**src/rtl/rrbs_pkg.sv**
```systemverilog
// Shared constants and types for the round-robin backend selector.
package rrbs_pkg;

    localparam int MAX_SERVERS_DEF = 16;
    localparam int TIME_W          = 32;
    localparam int COUNT_REG_W     = 5;
    localparam int DELAY_W         = 16;
    localparam int SIDX_W          = 4;
    localparam int APB_ADDR_W      = 3;
    localparam int APB_DATA_W      = 32;

    localparam logic [COUNT_REG_W-1:0] SERVER_COUNT_RST = '0;
    localparam logic [DELAY_W-1:0]     RETRY_DELAY_RST  = 16'd30;

    typedef enum logic {
        ACT_SELECT = 1'b0,
        ACT_FAIL   = 1'b1
    } t_action;

    typedef enum logic {
        REG_SERVER_COUNT = 1'b0,
        REG_RETRY_DELAY  = 1'b1
    } t_reg_idx;

    typedef enum logic {
        ALU_CMP = 1'b0,
        ALU_ADD = 1'b1
    } t_alu_op;

endpackage

```
**src/rtl/rrbs_time_alu.sv**
```systemverilog
// Shared 32-bit time unit: retry-time sum or now-versus-retry compare.
module rrbs_time_alu (
    input  rrbs_pkg::t_alu_op              i_op,
    input  logic [rrbs_pkg::TIME_W-1:0]    i_a,
    input  logic [rrbs_pkg::TIME_W-1:0]    i_b,
    output logic [rrbs_pkg::TIME_W-1:0]    o_sum,
    output logic                           o_ge
);

    logic [rrbs_pkg::TIME_W-1:0] b_op;
    logic [rrbs_pkg::TIME_W:0]   full;

    // compare runs as a - b; carry out set means a >= b
    always_comb begin
        b_op = (i_op == rrbs_pkg::ALU_CMP) ? ~i_b : i_b;
        full = {1'b0, i_a} + {1'b0, b_op}
             + {{rrbs_pkg::TIME_W{1'b0}}, (i_op == rrbs_pkg::ALU_CMP)};
        o_sum = full[rrbs_pkg::TIME_W-1:0];
        o_ge  = full[rrbs_pkg::TIME_W];
    end

endmodule

```
**src/rtl/rrbs_retry_mem.sv**
```systemverilog
// Retry-time memory: one write port, one registered read port.
module rrbs_retry_mem #(
    parameter int DEPTH = rrbs_pkg::MAX_SERVERS_DEF,
    parameter int AW    = (DEPTH > 1) ? $clog2(DEPTH) : 1
) (
    input  logic                        i_clk,
    input  logic                        i_we,
    input  logic [AW-1:0]               i_waddr,
    input  logic [rrbs_pkg::TIME_W-1:0] i_wdata,
    input  logic [AW-1:0]               i_raddr,
    output logic [rrbs_pkg::TIME_W-1:0] o_rdata
);

    logic [rrbs_pkg::TIME_W-1:0] r_mem [DEPTH];
    logic [rrbs_pkg::TIME_W-1:0] r_rdata;

    always_ff @(posedge i_clk) begin
        if (i_we) begin
            r_mem[i_waddr] <= i_wdata;
        end
        r_rdata <= r_mem[i_raddr];
    end

    assign o_rdata = r_rdata;

endmodule

```
**src/rtl/round_robin_backend_select.sv**
```systemverilog
// Top level: round-robin backend selector with failure holdoff.
//
// Command channel: an item is taken at a clock edge with start high and busy
// low. A select item (action 0) scans servers from the cursor, skipping
// servers marked down unless now_time has reached their retry time, and
// returns one result. A failure item (action 1) marks server_index down
// with retry time now_time + retry_delay and returns nothing.
// Results appear for exactly one cycle on o_found / o_chosen_index, marked
// by o_result_valid; the receiver cannot stall, so nothing is held back.
// Timing: a select visits one slot per cycle through the retry-time memory
// read port and the shared time unit, visiting 1 to server_count+1 slots
// (count clamped to capacity, at most 17 for 16 servers), and the result
// strobe comes in the cycle after the last visit. With a zero server count
// the result comes the cycle after acceptance and busy stays low. A failure
// item holds busy for one cycle while its retry time is written. The user
// writes configuration (APB, server_count at 0x0, retry_delay at 0x4) only
// while idle; the block does not enforce this. Reset clears all down flags,
// the cursor and the registers to their defaults; no clearing pass is needed.
module round_robin_backend_select #(
    parameter int MAX_SERVERS = rrbs_pkg::MAX_SERVERS_DEF
) (
    input  logic                                i_clk,
    input  logic                                i_rst_n,
    input  logic                                start,
    output logic                                busy,
    input  logic                                i_action,
    input  logic [rrbs_pkg::SIDX_W-1:0]         i_server_index,
    input  logic [rrbs_pkg::TIME_W-1:0]         i_now_time,
    output logic                                o_result_valid,
    output logic                                o_found,
    output logic [rrbs_pkg::SIDX_W-1:0]         o_chosen_index,
    input  logic                                psel,
    input  logic                                penable,
    input  logic                                pwrite,
    input  logic [rrbs_pkg::APB_ADDR_W-1:0]     paddr,
    input  logic [rrbs_pkg::APB_DATA_W-1:0]     pwdata,
    output logic [rrbs_pkg::APB_DATA_W-1:0]     prdata,
    output logic                                pready
);

    localparam int IDX_W = (MAX_SERVERS > 1) ? $clog2(MAX_SERVERS) : 1;
    localparam int CNT_W = $clog2(MAX_SERVERS + 1);

    typedef enum logic [1:0] {
        S_IDLE,
        S_SCAN,
        S_FAIL
    } t_state;

    t_state                              r_state, n_state;
    logic [IDX_W-1:0]                    r_pos, n_pos;
    logic [CNT_W-1:0]                    r_tries, n_tries;
    logic [IDX_W-1:0]                    r_cursor, n_cursor;
    logic [MAX_SERVERS-1:0]              r_down, n_down;
    logic [rrbs_pkg::TIME_W-1:0]         r_now, n_now;
    logic [IDX_W-1:0]                    r_fail_idx, n_fail_idx;
    logic                                r_fail_en, n_fail_en;
    logic                                r_res_valid, n_res_valid;
    logic                                r_found, n_found;
    logic [rrbs_pkg::SIDX_W-1:0]         r_chosen, n_chosen;
    logic [rrbs_pkg::COUNT_REG_W-1:0]    r_count;
    logic [rrbs_pkg::DELAY_W-1:0]        r_delay;

    logic [31:0]                         count_ext;
    logic [CNT_W-1:0]                    srv_num;
    logic [IDX_W-1:0]                    start_pos;
    logic [CNT_W-1:0]                    pos_inc;
    logic [IDX_W-1:0]                    next_pos;
    logic                                live;
    logic                                accept;
    logic                                cfg_wr;

    logic [IDX_W-1:0]                    rd_addr;
    logic [rrbs_pkg::TIME_W-1:0]         rd_data;
    rrbs_pkg::t_alu_op                   alu_op;
    logic [rrbs_pkg::TIME_W-1:0]         alu_b;
    logic [rrbs_pkg::TIME_W-1:0]         alu_sum;
    logic                                alu_ge;

    rrbs_retry_mem #(
        .DEPTH (MAX_SERVERS),
        .AW    (IDX_W)
    ) u_mem (
        .i_clk   (i_clk),
        .i_we    ((r_state == S_FAIL) && r_fail_en),
        .i_waddr (r_fail_idx),
        .i_wdata (alu_sum),
        .i_raddr (rd_addr),
        .o_rdata (rd_data)
    );

    rrbs_time_alu u_alu (
        .i_op  (alu_op),
        .i_a   (r_now),
        .i_b   (alu_b),
        .o_sum (alu_sum),
        .o_ge  (alu_ge)
    );

    assign pready = 1'b1;
    assign cfg_wr = psel && penable && pwrite;
    assign accept = start && !busy;
    assign busy   = (r_state != S_IDLE);

    assign o_result_valid = r_res_valid;
    assign o_found        = r_found;
    assign o_chosen_index = r_chosen;

    always_comb begin
        unique case (rrbs_pkg::t_reg_idx'(paddr[2]))
            rrbs_pkg::REG_SERVER_COUNT:
                prdata = {{(rrbs_pkg::APB_DATA_W-rrbs_pkg::COUNT_REG_W){1'b0}}, r_count};
            rrbs_pkg::REG_RETRY_DELAY:
                prdata = {{(rrbs_pkg::APB_DATA_W-rrbs_pkg::DELAY_W){1'b0}}, r_delay};
            default: prdata = '0;
        endcase
    end

    // clamp the configured count to capacity and derive scan positions
    always_comb begin
        count_ext = 32'(r_count);
        srv_num   = (count_ext > 32'(MAX_SERVERS)) ? CNT_W'(MAX_SERVERS)
                                                   : CNT_W'(count_ext);
        start_pos = (CNT_W'(r_cursor) < srv_num) ? r_cursor : '0;
        pos_inc   = CNT_W'(r_pos) + CNT_W'(1);
        next_pos  = (pos_inc >= srv_num) ? '0 : IDX_W'(pos_inc);
        live      = !r_down[r_pos] || alu_ge;
        alu_op    = (r_state == S_FAIL) ? rrbs_pkg::ALU_ADD : rrbs_pkg::ALU_CMP;
        alu_b     = (r_state == S_FAIL) ? rrbs_pkg::TIME_W'(r_delay) : rd_data;
    end

    always_comb begin
        n_state     = r_state;
        n_pos       = r_pos;
        n_tries     = r_tries;
        n_cursor    = r_cursor;
        n_down      = r_down;
        n_now       = r_now;
        n_fail_idx  = r_fail_idx;
        n_fail_en   = r_fail_en;
        n_res_valid = 1'b0;
        n_found     = r_found;
        n_chosen    = r_chosen;
        rd_addr     = r_pos;

        unique case (r_state)
            S_IDLE: begin
                if (accept) begin
                    n_now = i_now_time;
                    priority if (rrbs_pkg::t_action'(i_action) == rrbs_pkg::ACT_FAIL) begin
                        n_fail_en  = (32'(i_server_index) < 32'(MAX_SERVERS));
                        n_fail_idx = IDX_W'(32'(i_server_index));
                        n_state    = S_FAIL;
                    end else if (srv_num == '0) begin
                        // no servers: answer not found at once
                        n_cursor    = '0;
                        n_res_valid = 1'b1;
                        n_found     = 1'b0;
                        n_chosen    = '0;
                    end else begin
                        n_pos   = start_pos;
                        n_tries = '0;
                        rd_addr = start_pos;
                        n_state = S_SCAN;
                    end
                end
            end
            S_SCAN: begin
                if (live || (r_tries == srv_num)) begin
                    n_cursor    = next_pos;
                    n_res_valid = 1'b1;
                    n_found     = live;
                    n_chosen    = live ? rrbs_pkg::SIDX_W'(32'(r_pos)) : '0;
                    if (live) begin
                        n_down[r_pos] = 1'b0;
                    end
                    n_state = S_IDLE;
                end else begin
                    // advance and fetch the next slot's retry time
                    n_pos   = next_pos;
                    n_tries = r_tries + CNT_W'(1);
                    rd_addr = next_pos;
                end
            end
            S_FAIL: begin
                if (r_fail_en) begin
                    n_down[r_fail_idx] = 1'b1;
                end
                n_state = S_IDLE;
            end
            default: n_state = S_IDLE;
        endcase
    end

    always_ff @(posedge i_clk) begin
        r_pos      <= n_pos;
        r_tries    <= n_tries;
        r_now      <= n_now;
        r_fail_idx <= n_fail_idx;
        r_found    <= n_found;
        r_chosen   <= n_chosen;
        if (!i_rst_n) begin
            r_state     <= S_IDLE;
            r_cursor    <= '0;
            r_down      <= '0;
            r_res_valid <= 1'b0;
            r_fail_en   <= 1'b0;
            r_count     <= rrbs_pkg::SERVER_COUNT_RST;
            r_delay     <= rrbs_pkg::RETRY_DELAY_RST;
        end else begin
            r_state     <= n_state;
            r_cursor    <= n_cursor;
            r_down      <= n_down;
            r_res_valid <= n_res_valid;
            r_fail_en   <= n_fail_en;
            if (cfg_wr) begin
                unique case (rrbs_pkg::t_reg_idx'(paddr[2]))
                    rrbs_pkg::REG_SERVER_COUNT:
                        r_count <= pwdata[rrbs_pkg::COUNT_REG_W-1:0];
                    rrbs_pkg::REG_RETRY_DELAY:
                        r_delay <= pwdata[rrbs_pkg::DELAY_W-1:0];
                    default: ;
                endcase
            end
        end
    end

endmodule

```
**config.mk**
```make
export PLATFORM = sky130hd
export DESIGN_NAME = round_robin_backend_select
export DESIGN_NICKNAME = d
export VERILOG_FILES = /design/src/rtl/rrbs_pkg.sv /design/src/rtl/rrbs_time_alu.sv /design/src/rtl/rrbs_retry_mem.sv /design/src/rtl/round_robin_backend_select.sv
export SDC_FILE = /design/constraint.sdc
export NUM_CORES = 1
export LEC_CHECK = 0
export ABC_CLOCK_PERIOD_IN_PS = 5050
export BUFFER_PORTS_ARGS = -buffer_cell sky130_fd_sc_hd__buf_2
export CAP_MARGIN = 0
export CORE_AREA = 2 2 202 284
export CTS_CLUSTER_DIAMETER = 150
export CTS_CLUSTER_SIZE = 14
export DETAILED_ROUTE_END_ITERATION = 10
export DIE_AREA = 0 0 204 286
export GPL_TIMING_DRIVEN = 0
export PLACE_DENSITY = 0.65
export SLEW_MARGIN = 5
export SYNTH_ARGS = -nofsm -noshare
export SYNTH_HDL_FRONTEND = slang
export SYNTH_SLANG_ARGS = --single-unit
```
**constraint.sdc**
```tcl
create_clock -name i_clk -period 5.05 [get_ports i_clk]
set_input_delay 0.2525 -clock i_clk [delete_from_list [all_inputs] [get_ports i_clk]]
set_output_delay 0.2525 -clock i_clk [all_outputs]
set_load 0.005 [all_outputs]
```
## Yosys cells after proc, flatten, opt, wreduce, memory -nomap -nowiden

Memory sizes are Yosys's and may differ from the RTL's. A register that Yosys moved wholly into a read port is not among the register bits.
Cells that the tools add are included.

- Flip-flop bits (word level): 95
- RAM bits: 512
- Word-level logic and storage cells: 118
- Memories: 1

Memory list:

| name | words | width | rd ports | clocked after Yosys merged registers in | write ports | RTL line | text |
|---|---|---|---|---|---|---|---|
| u_mem.r_mem | 16 | 32 | 1 | 1 | 1 | rrbs_retry_mem.sv:14 | `logic [rrbs_pkg::TIME_W-1:0] r_mem [DEPTH];` |

- Add/sub/neg operators: 4
- Order comparisons: 7
- Equality and inequality tests: 12
- Mux-type cells: 52
- Bitwise gates (word level): 6
- Reductions and logical operators: 23

Operators with widths:

| cell | number |
|---|---|
| 2-to-1 mux 32 bit | 2 |
| case mux 32 bit (2 select lines) | 1 |
| 2-to-1 mux 16 bit | 3 |
| 2-to-1 mux 4 bit | 12 |
| adder 32 x 32 -> 33 bit | 1 |
| adder 33 x 1 -> 33 bit | 1 |
| NOT 32 bit | 1 |
| case mux 16 bit (2 select lines) | 1 |
| 2-to-1 mux 5 bit | 5 |
| case mux 4 bit (2 select lines) | 3 |
| AND 16 bit | 1 |
| != test 2 bit, second input constant | 8 |
| NOT 16 bit | 1 |
| OR 16 bit | 1 |
| 2-to-1 mux 1 bit | 14 |
| < comparator 4 x 5 -> 1 bit, second input constant | 2 |
| case mux 5 bit (2 select lines) | 1 |
| AND reduction 5 bit | 2 |
| demux 1 bit (select 4 bit) | 2 |
| greater-or-equal comparator 4 x 1 -> 1 bit, second input constant | 2 |
| 2-to-1 mux 2 bit | 4 |
| logical AND 1 bit | 6 |
| AND reduction 2 bit | 3 |
| AND reduction 3 bit | 2 |
| 19 further kinds | 25 |

## Depth between registers and ports, before layout

Gate-level depths: netlist of the first run.

- Word-level depth: 10
- Depth in mapped cells: 21

## Cells and area by module

Synthesis of the first run repeated with hierarchy kept, for this count alone.

- Cell total of the unflattened synthesis: 1592
- Area, all modules: 26457.9 sq um

By module, submodules not included:

| module | times used | cells each | area an instance (sq um) | seq. area each (sq um) |
|---|---|---|---|---|
| rrbs_retry_mem | 1 | 838 | 19835.3 | 16015.4 |
| round_robin_backend_select | 1 | 459 | 4530.6 | 2362.3 |
| rrbs_time_alu | 1 | 295 | 2092.0 | 0.0 |

## Worst setup path after synthesis of the first run

No wires, ideal clock.

- Path kind: reg-to-reg
- From: reg r_state[1]
- To: reg u_mem.r_rdata, in the netlist u_mem.o_rdata[12] (read register of u_mem.r_mem)
- Setup time: 0.112 ns
- Arrival: 4.505 ns
- Setup slack: 0.433 ns
- Stages on the path, launching flop included: 20
- Period minus slack after synthesis: 4.617 ns
- Cell sequence: dfxtp_1 -> clkbuf_1 -> nor2b_1 -> clkbuf_1 -> clkbuf_1 -> nor2_1 -> ha_1 -> a21o_1 -> a211oi_1 -> o41ai_1 -> or3_1 -> clkbuf_1 -> o31a_1 -> buf_2 -> nor3_4 -> buf_4 -> buf_4 -> nand2_1 -> a32o_1 -> a2111oi_1

- Word-level cells in the longest chain between the ends: 10
- Elaborated cells on any way between the ends: 18
- Those cells by class: add/sub (2); eq/ne (2); mux (6); bitwise (2); reduce/logical (6)

Ends and longest elaborated chain:

| element | RTL line | text |
|---|---|---|
| start: declaration | round_robin_backend_select.sv:50 | `t_state r_state, n_state;` |
| start signal: assignment | round_robin_backend_select.sv:211 | `r_state <= n_state;` |
| == test 2 bit | round_robin_backend_select.sv:128, round_robin_backend_select.sv:129 |  |
| 2-to-1 mux 32 bit | round_robin_backend_select.sv:129 | `alu_b = (r_state == S_FAIL) ? rrbs_pkg::TIME_W'(r_delay) : rd_data;` |
| NOT 32 bit | rrbs_time_alu.sv:15 | `b_op = (i_op == rrbs_pkg::ALU_CMP) ? ~i_b : i_b;` |
| 2-to-1 mux 32 bit | rrbs_time_alu.sv:15 |  |
| adder 32 x 32 -> 33 bit | rrbs_time_alu.sv:16 | `full = {1'b0, i_a} + {1'b0, b_op}` |
| adder 33 x 1 -> 33 bit | rrbs_time_alu.sv:17 | `+ {{rrbs_pkg::TIME_W{1'b0}}, (i_op == rrbs_pkg::ALU_CMP)};` |
| logical OR 1 bit | round_robin_backend_select.sv:127 | `live = !r_down[r_pos] \|\| alu_ge;` |
| logical OR 1 bit | round_robin_backend_select.sv:169 | `if (live \|\| (r_tries == srv_num)) begin` |
| 2-to-1 mux 4 bit | n/a |  |
| case mux 4 bit (2 select lines) (*) | n/a |  |
| end: declaration | rrbs_retry_mem.sv:15 | `logic [rrbs_pkg::TIME_W-1:0] r_rdata;` |

Mark *: on every way between the ends. The rest lies on a longest branch, timed or not.
A chain may end at the register's enable or synchronous reset.

## Worst setup path after layout of the first run

- From: reg r_state[0]
- To: reg u_mem.r_rdata, in the netlist u_mem.o_rdata[25] (read register of u_mem.r_mem)

The elaborated chain is that of the path after synthesis.

==> results of run 1 <==
==> per-layer routing <==
| layer | part of all wire [%] | wire [um] |
|---|---|---|
| met1 | 37 | 30100 |
| met2 | 51 | 41600 |
| met3 | 6.8 | 5530 |
| met4 | 5.0 | 4080 |
| met5 | 0 | 0 |
==> flip-flops by register name (all words and copies together) (netlist names), 2 cells and up <==
name,cells
r_delay,16
r_cursor,4
r_down,16
u_mem.r_mem,512
r_state,2
o_chosen_index,4
r_pos,4
u_mem.o_rdata,32
r_fail_idx,4
r_count,5
r_tries,5
r_now,32
==> where the power goes <==
group	total (mW)	leakage [nW]	switching (mW)	internal, mW
clock network	3.79	0.699	1.87	1.92
logic	7.25	4.82	4.93	2.32
registers	7.40	5.71	0.0926	7.31
total	18.4	11.2	6.90	11.6
==> area by class of cell <==
type                            instances  area, sq um
Fill cell                            4377        23200
Sequential cell                       639        18400
Multi-Input combinational cell       1213         9230
Timing Repair Buffer                  179         1590
Clock buffer                           91         1430
Buffer                                171         1010
Tap cell                              735          920
Inverter                               25         98.8
Clock inverter                          4         60.1
==> synthesized netlist by cell type, drive strengths merged (13+ instances only) <==
master,count
edfxtp,558
nand2,209
clkbuf,133
o2111ai,128
a31oi,101
nor4,101
dfxtp,81
nor2,78
mux2i,70
a21oi,49
buf,44
ha,44
o21ai,39
mux2,37
and3,34
a32o,33
a2111oi,32
a21boi,26
inv,24
o21a,24
and2,18
nand3,18
xnor2,17
xor2,16
a21o,14
nor3,13
==> worst min-delay path by stage <==
| stage | startpoint | end | slack, ns |
|---|---|---|---|
| 2_1_floorplan | i_server_index[0] | r_fail_idx[0]$_DFFE_PP_ | 0.35 |
| 3_3_place_gp | i_now_time[18] | r_now[18]$_DFFE_PP_ | 0.43 |
| 3_5_place_dp | i_now_time[22] | r_now[22]$_DFFE_PP_ | 0.43 |
| 4_1_cts | i_rst_n | r_down[1]$_SDFFE_PN0P_ | 0.12 |
| 5_1_grt | i_rst_n | r_down[1]$_SDFFE_PN0P_ | 0.14 |
| 6_report | i_rst_n | r_down[1]$_SDFFE_PN0P_ | 0.12 |
==> what timing repair did <==
item,CTS,global route
gates cloned,0,1
pin swaps,9,9
setup buffers,15,13
endpoints found under the hold margin,58,0
resized for setup,163,95
hold buffers,53,0
endpoints found under the setup margin,361,208
==> worst max-delay path, delay by kind of cell, from the launching register on <==
| family | cells | cell delay, ns |
|---|---|---|
| compound gates | 6 | 1.36 |
| fa+ha+maj | 1 | 0.35 |
| buf+inv | 7 | 1.15 |
| flops | 1 | 0.34 |
| mux | 1 | 0.37 |
| simple gates | 4 | 1.24 |
==> layout by cell type (no fill, tap or decap), types with 16 or more instances in the layout <==
| cell type | instances |
|---|---|
| o21ai_0 | 33 |
| a21boi_0 | 25 |
| clkbuf_16 | 52 |
| ha_1 | 39 |
| dfxtp_1 | 80 |
| a32o_1 | 33 |
| buf_4 | 48 |
| a31oi_1 | 99 |
| a2111oi_2 | 18 |
| nand2_1 | 207 |
| nor4_1 | 99 |
| a21oi_1 | 44 |
| nor2_1 | 67 |
| edfxtp_1 | 558 |
| and3_1 | 34 |
| nand3_1 | 16 |
| mux2i_1 | 70 |
| conb_1 | 17 |
| o21a_1 | 24 |
| buf_2 | 89 |
| clkbuf_2 | 51 |
| mux2_2 | 36 |
| o2111ai_1 | 107 |
| dlygate4sd3_1 | 53 |
| clkbuf_1 | 96 |
| and2_1 | 18 |
| o2111ai_2 | 20 |
==> kinds of logic (layout without fill, tap and decap cells) <==
| group | Yosys count | count (layout) | share of synthesized area, % |
|---|---|---|---|
| DFF | 639 | 639 | 66.6 |
| xor gates and xnor gates | 33 | 33 | 1.05 |
| other | 2 | 17 | 0.0272 |
| AOI/OAI and AO/OA | 484 | 484 | 13.4 |
| and+or+nand+nor | 523 | 523 | 9.28 |
| buffers and inverters | 202 | 470 | 3.22 |
| adders and majority gates | 45 | 45 | 2.07 |
| muxes | 111 | 111 | 4.37 |
==> metrics by stage <==
step | hold WS, ns | util [%]
after floorplan | 0.351 | -
after global placement | 0.428 | 51.8
after detailed placement | 0.431 | 52.7
after CTS | 0.124 | 57.6
after global routing | 0.142 | 58.5
final | 0.118 | 58.5
==> summary.md, run 1 <==
| Metric | Value |
|---|---|
| Met3 usage | 3.92% |
| Starting DRT DRC Count | 2072 |
| Setup violators final | 0 |
| Fin crit period | 4.96 ns |
| Worst Path Required | 5.54 ns |
| Setup WS post-layout | ~0.089 ns |
| Mean Syn Cell Area | 13.5 sq um |
| RR Startpoint | r_state[0]$_SDFFE_PN0P_ |
| Vias | 19300 |
| Initial antenna violation count | 0 |
| Worst-path clk slew | 0.07 ns |
| Seq/Total Area, Yosys | about two thirds |
| Placed Instances | 2886 |
| Via density | 6.33 |
| First-pass GRT wire length | 119000 um |
| Gate Count Post-Synth | 2039 |
| DR pass1 iterations | 6 |
| Gr usage total | 27.4% |
| Beginning of the critical path | r_state[0]$_SDFFE_PN0P_ |
| Top FF cell, synth | edfxtp_1 |
| Root Driver | clkbuf_16 |
| PortBufs | 81 |
| Worst Path Arrival | 5.45 ns |
| Share of layout cells above drive strength 1 | about a fifth |
| Drc violations | 0 |
| Slowest Stage Delay on Critical Path | 0.50 ns |
| Row Count | 103 |
| Startpoint types | flip-flop |
| HP Class | input port to flip-flop |
| Area Overhead vs Synth | 18.5% |
| P per Cell Area | 564 nW/um^2 |
| Final wirelength | 81400 um |
| Post-synth EDFFs | 558 |
| Initial Utilization | between 40% and 50% |
| CP endpoint kind | flip-flop |
| Synth area leaders | edfxtp_1 (61%), dfxtp_1 (5.9%), o2111ai_1 (4.1%) |
| Maximum number of pins on one net before global-route repair | 33 |
| Worst R2R End | u_mem.o_rdata[25]$_DFF_P_ |
| GRT met1 Usage | 32.9% |
| Peak VDD IR | 0.408 mV |
| Post-DRT Antenna Nets | 0 |
| Slew Viols, Final | 0 |
| Post-DP HPWL | 55900 um |
| Vias in the first global route | 18900 |
| Post-synth ARST share | 0% |
| Critical path cell sequence | buf_6, nor2b_4, buf_12, clkbuf_8, nor2_1, ha_1, a21o_1, a211oi_4, o41ai_4, or3_4, o31a_1, buf_4, nor3_4, buf_8, buf_4, buf_4, mux2_2, o2111ai_4, a2111oi_2 |
| Full die area | 58300 sq um |
| I/O Pins | ~120 |
| Total grt overflow | 0 |
| PnR Total Power | 18.4 mW |
| Crit path top cell by count | buf_4 |
| Max cap viols | 0 |
| H-tree levels | 2 |
| Ant diodes | 0 |
| Critical Path End | u_mem.o_rdata[25]$_DFF_P_ |
| Worst slew pin tran | roughly 1.3 ns |
| Mapped cell area | around 28000 sq um |
| Finished layout cell area | roughly 33000 sq um |
| Status | finished, final reports clean |
| CORE AREA | 55900 sq um |
| Fin Setup TNS | 0 ns |
| Leak | 11.2 nW |
| GR Layer Usage met2 | about half |
| CTS tree | built |
| Final hold viol count | 0 |
| Yosys warning count | 0 |
| Leading area contributor after synthesis | edfxtp_1 |
| Die Width | 204 um |
| Hold depth | 2 |
| Drt wl/cell | 26.6 um |
| Clock Skews | between 0.02 and 0.03 ns |
| Fmax | 202 MHz |
| CTS max path bufs | 3 |
| Clock sink count | approximately 640 |
| Slowest CP cell | nor3_4 |
| Slew margin rel. | 10.6% |
| Share of the synthesized area in the top cell type | about three fifths |
| Crit-path max FO | 10 |
| Yosys reg bits | 639 |
| Worst-Skew Late Latency | around 0.62 ns |
| Cell Area, Placed | 29500 sq um |
| Num CTS Buffers | 51 |
| R2R Setup Slk | 0.09 ns |
| Worst Reg-to-Reg Cells | 19 |
| Synth cell types | 72 |
| Routability Congestion | 0.901 |
| Cell Count, Final, Fillers Out | between 3000 and 4000 |
| Die Span Y | 286 um |
| Crit Path Category | flip-flop to flip-flop |
| Grt peak-use layer | met2 |
| Period utilisation layout | 98.2% |
| Nets | 2403 |
| Pre-CTS setup slack | -3.06 ns |
Note: power is estimated with default switching activity, not from simulation.
==> run 2: changes to the inputs <==
--- a/config.mk
+++ b/config.mk
@@ -8,13 +8,13 @@
 export ABC_CLOCK_PERIOD_IN_PS = 5050
 export BUFFER_PORTS_ARGS = -buffer_cell sky130_fd_sc_hd__buf_2
 export CAP_MARGIN = 0
-export CORE_AREA = 2 2 202 284
+export CORE_AREA = 2 2 226 316
 export CTS_CLUSTER_DIAMETER = 150
 export CTS_CLUSTER_SIZE = 14
 export DETAILED_ROUTE_END_ITERATION = 10
-export DIE_AREA = 0 0 204 286
+export DIE_AREA = 0 0 228 318
 export GPL_TIMING_DRIVEN = 0
-export PLACE_DENSITY = 0.65
+export PLACE_DENSITY = 0.58
 export SLEW_MARGIN = 5
 export SYNTH_ARGS = -nofsm -noshare
 export SYNTH_HDL_FRONTEND = slang
==> summary.md, run 2 (same netlist as run 1, synthesis figures left out) <==
| Metric | Value |
|---|---|
| Status | finished, final reports clean |
| First-pass GRT wire length | 124000 um |
| Post-DRT Antenna Nets | 0 |
| Drt wl/cell | 25.8 um |
| Crit-path max FO | 10 |
| Hold Startpoint | i_rst_n |
| Leak | 11.2 nW |
| Worst slew pin tran | ~1.3 ns |
| Cell family with most CP delay | compound AO/OA/AOI/OAI gates |
| Final core utilization | 47.1% |
| Via density | 5.83 |
| Root Driver | clkbuf_16 |
| Hold depth | 2 |
| Fin crit period | 5.03 ns |
| Total grt overflow | 0 |
| Commonest non-fill, non-tap cell in the layout | edfxtp_1 |
| Most flops, register | u_mem.r_mem |
| Slew Viols, Final | 0 |
| WHS Endpoint | r_down[0]$_SDFFE_PN0P_ |
| Area Overhead vs Synth | 19.2% |
| Die Width | 228 um |
| Period utilisation layout | between 90 and 100% |
| Num CTS Buffers | a little over 50 |
| DR pass1 iterations | 6 |
| Share of layout cells above drive strength 1 | 19.9% |
| PnR Total Power | about 19 mW |
| Starting DRT DRC Count | about 1800 |
| Vias in the first global route | 19000 |
| Critical path cell sequence | buf_4, nor2b_4, clkbuf_16, clkbuf_8, nor2_1, ha_2, a21o_1, a21o_1, a221o_1, or3_4, o31a_1, buf_4, nor3_4, buf_12, buf_4, buf_6, buf_6, mux2i_1, a2111oi_1 |
| Nets | 2397 |
| Crit Path Category | flip-flop to flip-flop |
| Most frequent cells in the layout | edfxtp_1 (558), nand2_1 (207), o2111ai_1 (107) |
| Worst Path Arrival | around 5.5 ns |
| CORE AREA | 69900 sq um |
| Ant diodes | 0 |
| Routability Congestion | 0.890 |
| Vias | 19000 |
| Slowest CP cell | a2111oi_1 |
| Slew margin rel. | 14.9% |
| Max cap viols | 0 |
| Startpoint types | flip-flop |
| Buf/Inv on CP | 8 |
| Initial Utilization | 39.5% |
| H-tree levels | 2 |
| Drc violations | 0 |
| Worst-path clk slew | 0.07 ns |
| R2R Setup Slk | 0.02 ns |
| Worst-Skew Late Latency | 0.64 ns |
| Final wirelength | 84100 um |
| Full die area | 72500 sq um |
| Worst R2R End | u_mem.o_rdata[0]$_DFF_P_ |
| PortBufs | 81 |
| Setup violators final | 0 |
| Final hold viol count | 0 |
| HP Class | input port to flip-flop |
| I/O Pins | approximately 120 |
| Clock sink count | 639 |
| Crit path top cell by count | buf_4 |
| Beginning of the critical path | r_state[0]$_SDFFE_PN0P_ |
| Clock Skews | 0.0358 ns |
| Peak VDD IR | between 0.3 and 0.4 mV |
| Worst hold slack | 0.0819 ns |
| Gr usage total | 22.7% |
| Max reg flops | roughly 510 |
| Initial antenna violation count | 0 |
| Die Span Y | 318 um |
| Setup repair after global routing missed its margin | true |
| RR Startpoint | r_state[0]$_SDFFE_PN0P_ |
| CTS max path bufs | 3 |
| Slowest Stage Delay on Critical Path | 0.49 ns |
| Row Count | 115 |
| Post-DP HPWL | 58600 um |
| Maximum number of pins on one net before global-route repair | 33 |
| Worst Path Required | 5.51 ns |
| CTS tree | built |
| P per Cell Area | 564 nW/um^2 |
| CP endpoint kind | flip-flop |
| Fmax | 199 MHz |
| Worst Reg-to-Reg Cells | 19 |
==> run 2: cell types whose count changed in the layout (fill, tap and decap cells not counted), moves of 3 or more <==
cell / delta
clkbuf_2: -13
buf_12: +7
buf_16: -6
buf_2: +5
buf_4: -5
a2111oi_1: +4
clkbuf_4: +4
buf_6: +3
o2111ai_2: -3
o2111ai_4: +3
xnor2_1: -3
xor2_1: -3
xor2_2: +3
==> run 2: metal layers <==
layer | global-route usage [%] | part of all wire (%) | vias up
met5 | 0 | 0 | -
met4 | 8.89 | 4.2 | 0
met3 | 3.31 | 5.6 | 171
met2 | 42.0 | 52 | 734
met1 | 26.3 | 38 | 9529
li1 | - | - | 8533
==> run 2: stage by stage <==
stage	instance area, sq um	std cells	setup slack [ns]	setup TNS (ns)
floorplan	27700	2054	0.433	0
global placement	29200	3071	-3.14	-406.27
detailed placement	29700	3088	-3.28	-309.55
CTS	32600	3250	0.000553	0
global route	32900	3252	-0.0362	-0.108
finish	32900	3252	0.0207	0
==> run 2: worst max path at each step <==
stage | end | slack, ns | cells past startpoint
global placement | u_mem.o_rdata[13]$_DFF_P_ | -3.14 | 17
detailed placement | u_mem.o_rdata[13]$_DFF_P_ | -3.28 | 17
CTS | u_mem.o_rdata[30]$_DFF_P_ | 0.0006 | 21
global route | u_mem.o_rdata[6]$_DFF_P_ | -0.04 | 17
finish | u_mem.o_rdata[0]$_DFF_P_ | 0.02 | 19
floorplan | u_mem.o_rdata[12]$_DFF_P_ | 0.43 | 19
==> run 2: what timing repair did <==
item,CTS,global route
hold buffers,53,0
setup endpoints to repair,361,145
pin swaps,9,12
endpoints found under the hold margin,58,0
resized for setup,190,76
setup buffers,19,3
==> run 2: final cells by class <==
class                           count  area, sq um
Fill cell                        6159        37000
Timing Repair Buffer              173         1510
Tap cell                          936         1170
Multi-Input combinational cell   1213         9260
Inverter                           25         95.1
Clock inverter                      3         32.5
Sequential cell                   639        18400
Buffer                            171         1020
Clock buffer                       92         1450
==> run 2: power by group <==
| group | leakage, nW | switching (mW) | total [mW] | internal [mW] |
|---|---|---|---|---|
| sequential | 5.71 | 0.0991 | 7.40 | 7.30 |
| combinational | 4.78 | 4.99 | 7.35 | 2.36 |
| clock | 0.700 | 1.87 | 3.81 | 1.94 |
| total | 11.2 | 6.96 | 18.6 | 11.6 |
==> run 2: worst reg2reg max path: cells and delay by family, from the launching register on <==
kind | cells | cell delay [ns]
compound gates | 5 | 1.55
fa+ha+maj | 1 | 0.35
buf+inv | 8 | 1.52
flops | 1 | 0.35
mux | 1 | 0.11
simple gates | 4 | 0.99
==> run 3: changes to the inputs <==
--- a/config.mk
+++ b/config.mk
@@ -5,11 +5,10 @@
 export SDC_FILE = /design/constraint.sdc
 export NUM_CORES = 1
 export LEC_CHECK = 0
-export ABC_CLOCK_PERIOD_IN_PS = 5050
+export ABC_CLOCK_PERIOD_IN_PS = 6300
 export BUFFER_PORTS_ARGS = -buffer_cell sky130_fd_sc_hd__buf_2
 export CAP_MARGIN = 0
 export CORE_AREA = 2 2 226 316
-export CTS_CLUSTER_DIAMETER = 150
 export CTS_CLUSTER_SIZE = 14
 export DETAILED_ROUTE_END_ITERATION = 10
 export DIE_AREA = 0 0 228 318
==> constraint.sdc (replaced) <==
create_clock -name i_clk -period 6.3 [get_ports i_clk]
set_input_delay 0.315 -clock i_clk [delete_from_list [all_inputs] [get_ports i_clk]]
set_output_delay 0.315 -clock i_clk [all_outputs]
set_load 0.005 [all_outputs]
==> summary.md, run 3 (same netlist as run 1, synthesis figures left out) <==
| Metric | Value |
|---|---|
| Status | finished, final reports clean |
| Crit-path max FO | 10 |
| Worst R2R End | u_mem.o_rdata[4]$_DFF_P_ |
| R2R Setup Slk | roughly 0.21 ns |
| Period utilisation layout | 96.7% |
| Drt wl/cell | 25.7 um |
| PortBufs | 81 |
| Die Span Y | 318 um |
| Levels on crit path | 18 |
| Crit path top cell by count | clkbuf_2 |
| Initial antenna violation count | 0 |
| Worst Path Arrival | 6.57 ns |
| Post-DP HPWL | 58600 um |
| Cell Count, Final, Fillers Out | 3250 |
| # fillers | 6217 |
| Root Driver | clkbuf_16 |
| Final wirelength | 83500 um |
| Vias | 19000 |
| Cell Area, Placed | 29700 sq um |
| Setup repair after global routing missed its margin | false |
| RR Startpoint | r_state[1]$_SDFFE_PN0P_ |
| Setup violators final | 0 |
| Full die area | 72500 sq um |
| Leak | 11.0 nW |
| Commonest non-fill, non-tap cell in the layout | edfxtp_1 |
| Row Count | 115 |
| Buf/Inv on CP | 6 |
| Peak VDD IR | between 0.2 and 0.3 mV |
| Fin crit period | 6.09 ns |
| Nets | about 2400 |
| Worst slew pin tran | 1.34 ns |
| Routability Congestion | 0.890 |
| Starting DRT DRC Count | 1875 |
| Most flops, register | u_mem.r_mem |
| Max cap viols | 0 |
| Maximum number of pins on one net before global-route repair | 33 |
| CP endpoint kind | flip-flop |
| Beginning of the critical path | r_state[1]$_SDFFE_PN0P_ |
| Worst-path clk slew | around 0.060 ns |
| Fmax | between 150 and 200 MHz |
| Max reg flops | 512 |
| H-tree levels | 2 |
| Startpoint types | flip-flop |
| Critical Path End | u_mem.o_rdata[4]$_DFF_P_ |
| HP Class | input port to flip-flop |
| Slew margin rel. | 10.0% |
| P per Cell Area | 458 nW/um^2 |
| Area Overhead vs Synth | 17.7% |
| Most frequent cells in the layout | edfxtp_1 (558), nand2_1 (209), o2111ai_1 (123) |
| Worst Path Required | 6.77 ns |
| Total grt overflow | 0 |
| Via density | 5.85 |
| Slowest Stage Delay on Critical Path | approximately 0.53 ns |
| Post-DRT Antenna Nets | 0 |
| Vias in the first global route | roughly 19000 |
| Cell family with most CP delay | buffers and inverters |
| Slowest CP cell | dfxtp_1 |
| Share of layout cells above drive strength 1 | 16.5% |
| Clock Skews | between 0.02 and 0.025 ns |
| CTS tree | built |
| DR pass1 iterations | 7 |
| Clock sink count | 639 |
| Slew Viols, Final | 0 |
| Placed Instances | around 3100 |
| Ant diodes | 0 |
| Hold depth | 2 |
| Drc violations | 0 |
| Die Width | roughly 230 um |
| Crit Path Category | flip-flop to flip-flop |
| I/O Pins | 118 |
| Gr usage total | 22.6% |
| Finished layout cell area | 32500 sq um |
| Critical path cell sequence | nor2b_4, clkbuf_4, clkbuf_2, nor2_1, ha_1, nand3_1, nor4_2, a221o_1, or3_1, clkbuf_1, nor3_1, a21oi_2, clkbuf_2, clkbuf_2, clkbuf_1, o2111ai_1, o2111ai_1, a2111oi_2 |
| CORE AREA | approximately 70000 sq um |
| Initial Utilization | 39.5% |
| Final hold viol count | 0 |
| CTS max path bufs | 3 |
| Worst-Skew Late Latency | 0.65 ns |
| Worst Reg-to-Reg Cells | 18 |
| First-pass GRT wire length | about 120000 um |
| Num CTS Buffers | 59 |
==> run 3: changes by cell type in the layout (fill, tap and decap cells not counted), moves of 6 or more <==
cell	change
clkinv_1	+15
o2111ai_2	-12
buf_4	-15
clkbuf_16	+7
buf_12	-6
clkbuf_1	+12
clkinv_2	+7
clkbuf_4	-17
clkbuf_2	-8
buf_6	-9
o2111ai_1	+16
==> run 3: layout make-up <==
cell class              count  area [sq um]  share of cell area [%]
repair buffers            153          1290                    3.98
clock buffers              75          1610                    4.95
flip-flops and latches    639         18400                    56.5
clock inverters            34           304                   0.936
well taps                 936          1170                    3.60
plain buffers             175           835                    2.57
multi-input cells        1213          8810                    27.1
inverters                  25          97.6                   0.300
==> run 3: worst min-delay path by stage <==
stage | end | startpoint | slack, ns
after global routing | r_down[2]$_SDFFE_PN0P_ | i_rst_n | 0.14
after global placement | r_down[2]$_SDFFE_PN0P_ | r_down[2]$_SDFFE_PN0P_ | 0.47
after floorplan | r_fail_idx[0]$_DFFE_PP_ | i_server_index[0] | 0.41
after detailed placement | r_down[0]$_SDFFE_PN0P_ | r_down[0]$_SDFFE_PN0P_ | 0.48
after CTS | r_down[0]$_SDFFE_PN0P_ | i_rst_n | 0.10
final | r_down[0]$_SDFFE_PN0P_ | i_rst_n | 0.13
==> run 3: what timing repair did <==
action | in CTS | in global routing
hold buffers | 53 | 0
setup endpoints to repair | 50 | 48
hold endpoints to repair | 58 | 0
buffers inserted | 2 | 0
pin swaps | 1 | 1
gates resized for setup | 53 | 35
==> run 3: metal layers <==
| metal | vias to the layer above | GRT usage, % | routed length, um |
|---|---|---|---|
| met2 | 768 | 41.5 | 43400 |
| met1 | 9544 | 26.4 | 31500 |
| met5 | - | 0 | 0 |
| met3 | 172 | 2.93 | 4770 |
| li1 | 8521 | - | - |
| met4 | 0 | 9.59 | 3790 |
==> run 3: per-stage QoR <==
stage               worst slack [ns]  setup TNS, ns  util, %  hold slack (ns)  total power [mW]
global placement               -1.89         -55.35     41.8            0.465              10.9
floorplan                       1.68              0        -            0.414              9.01
finish                         0.206              0     46.5            0.128              14.9
CTS                           0.0404              0     46.3            0.105              14.8
detailed placement             -2.03         -59.99     42.5            0.476              11.1
global route                  0.0340              0     46.5            0.138              15.5
==> run 3: worst register-to-register path, stage by stage (launching register included) <==
cell,delay [ns]
dfxtp_1,0.53
nor2b_4,0.39
clkbuf_4,0.36
clkbuf_2,0.31
nor2_1,0.08
ha_1,0.37
nand3_1,0.26
nor4_2,0.11
a221o_1,0.37
or3_1,0.41
clkbuf_1,0.23
nor3_1,0.38
a21oi_2,0.19
clkbuf_2,0.32
clkbuf_2,0.30
clkbuf_1,0.32
o2111ai_1,0.22
o2111ai_1,0.23
a2111oi_2,0.53
==> run 3: power breakdown <==
group / switching [mW] / internal (mW)
Combinational: 3.82 / 1.54
Clock: 1.60 / 2.00
Sequential: 0.0795 / 5.86
Total: 5.50 / 9.40
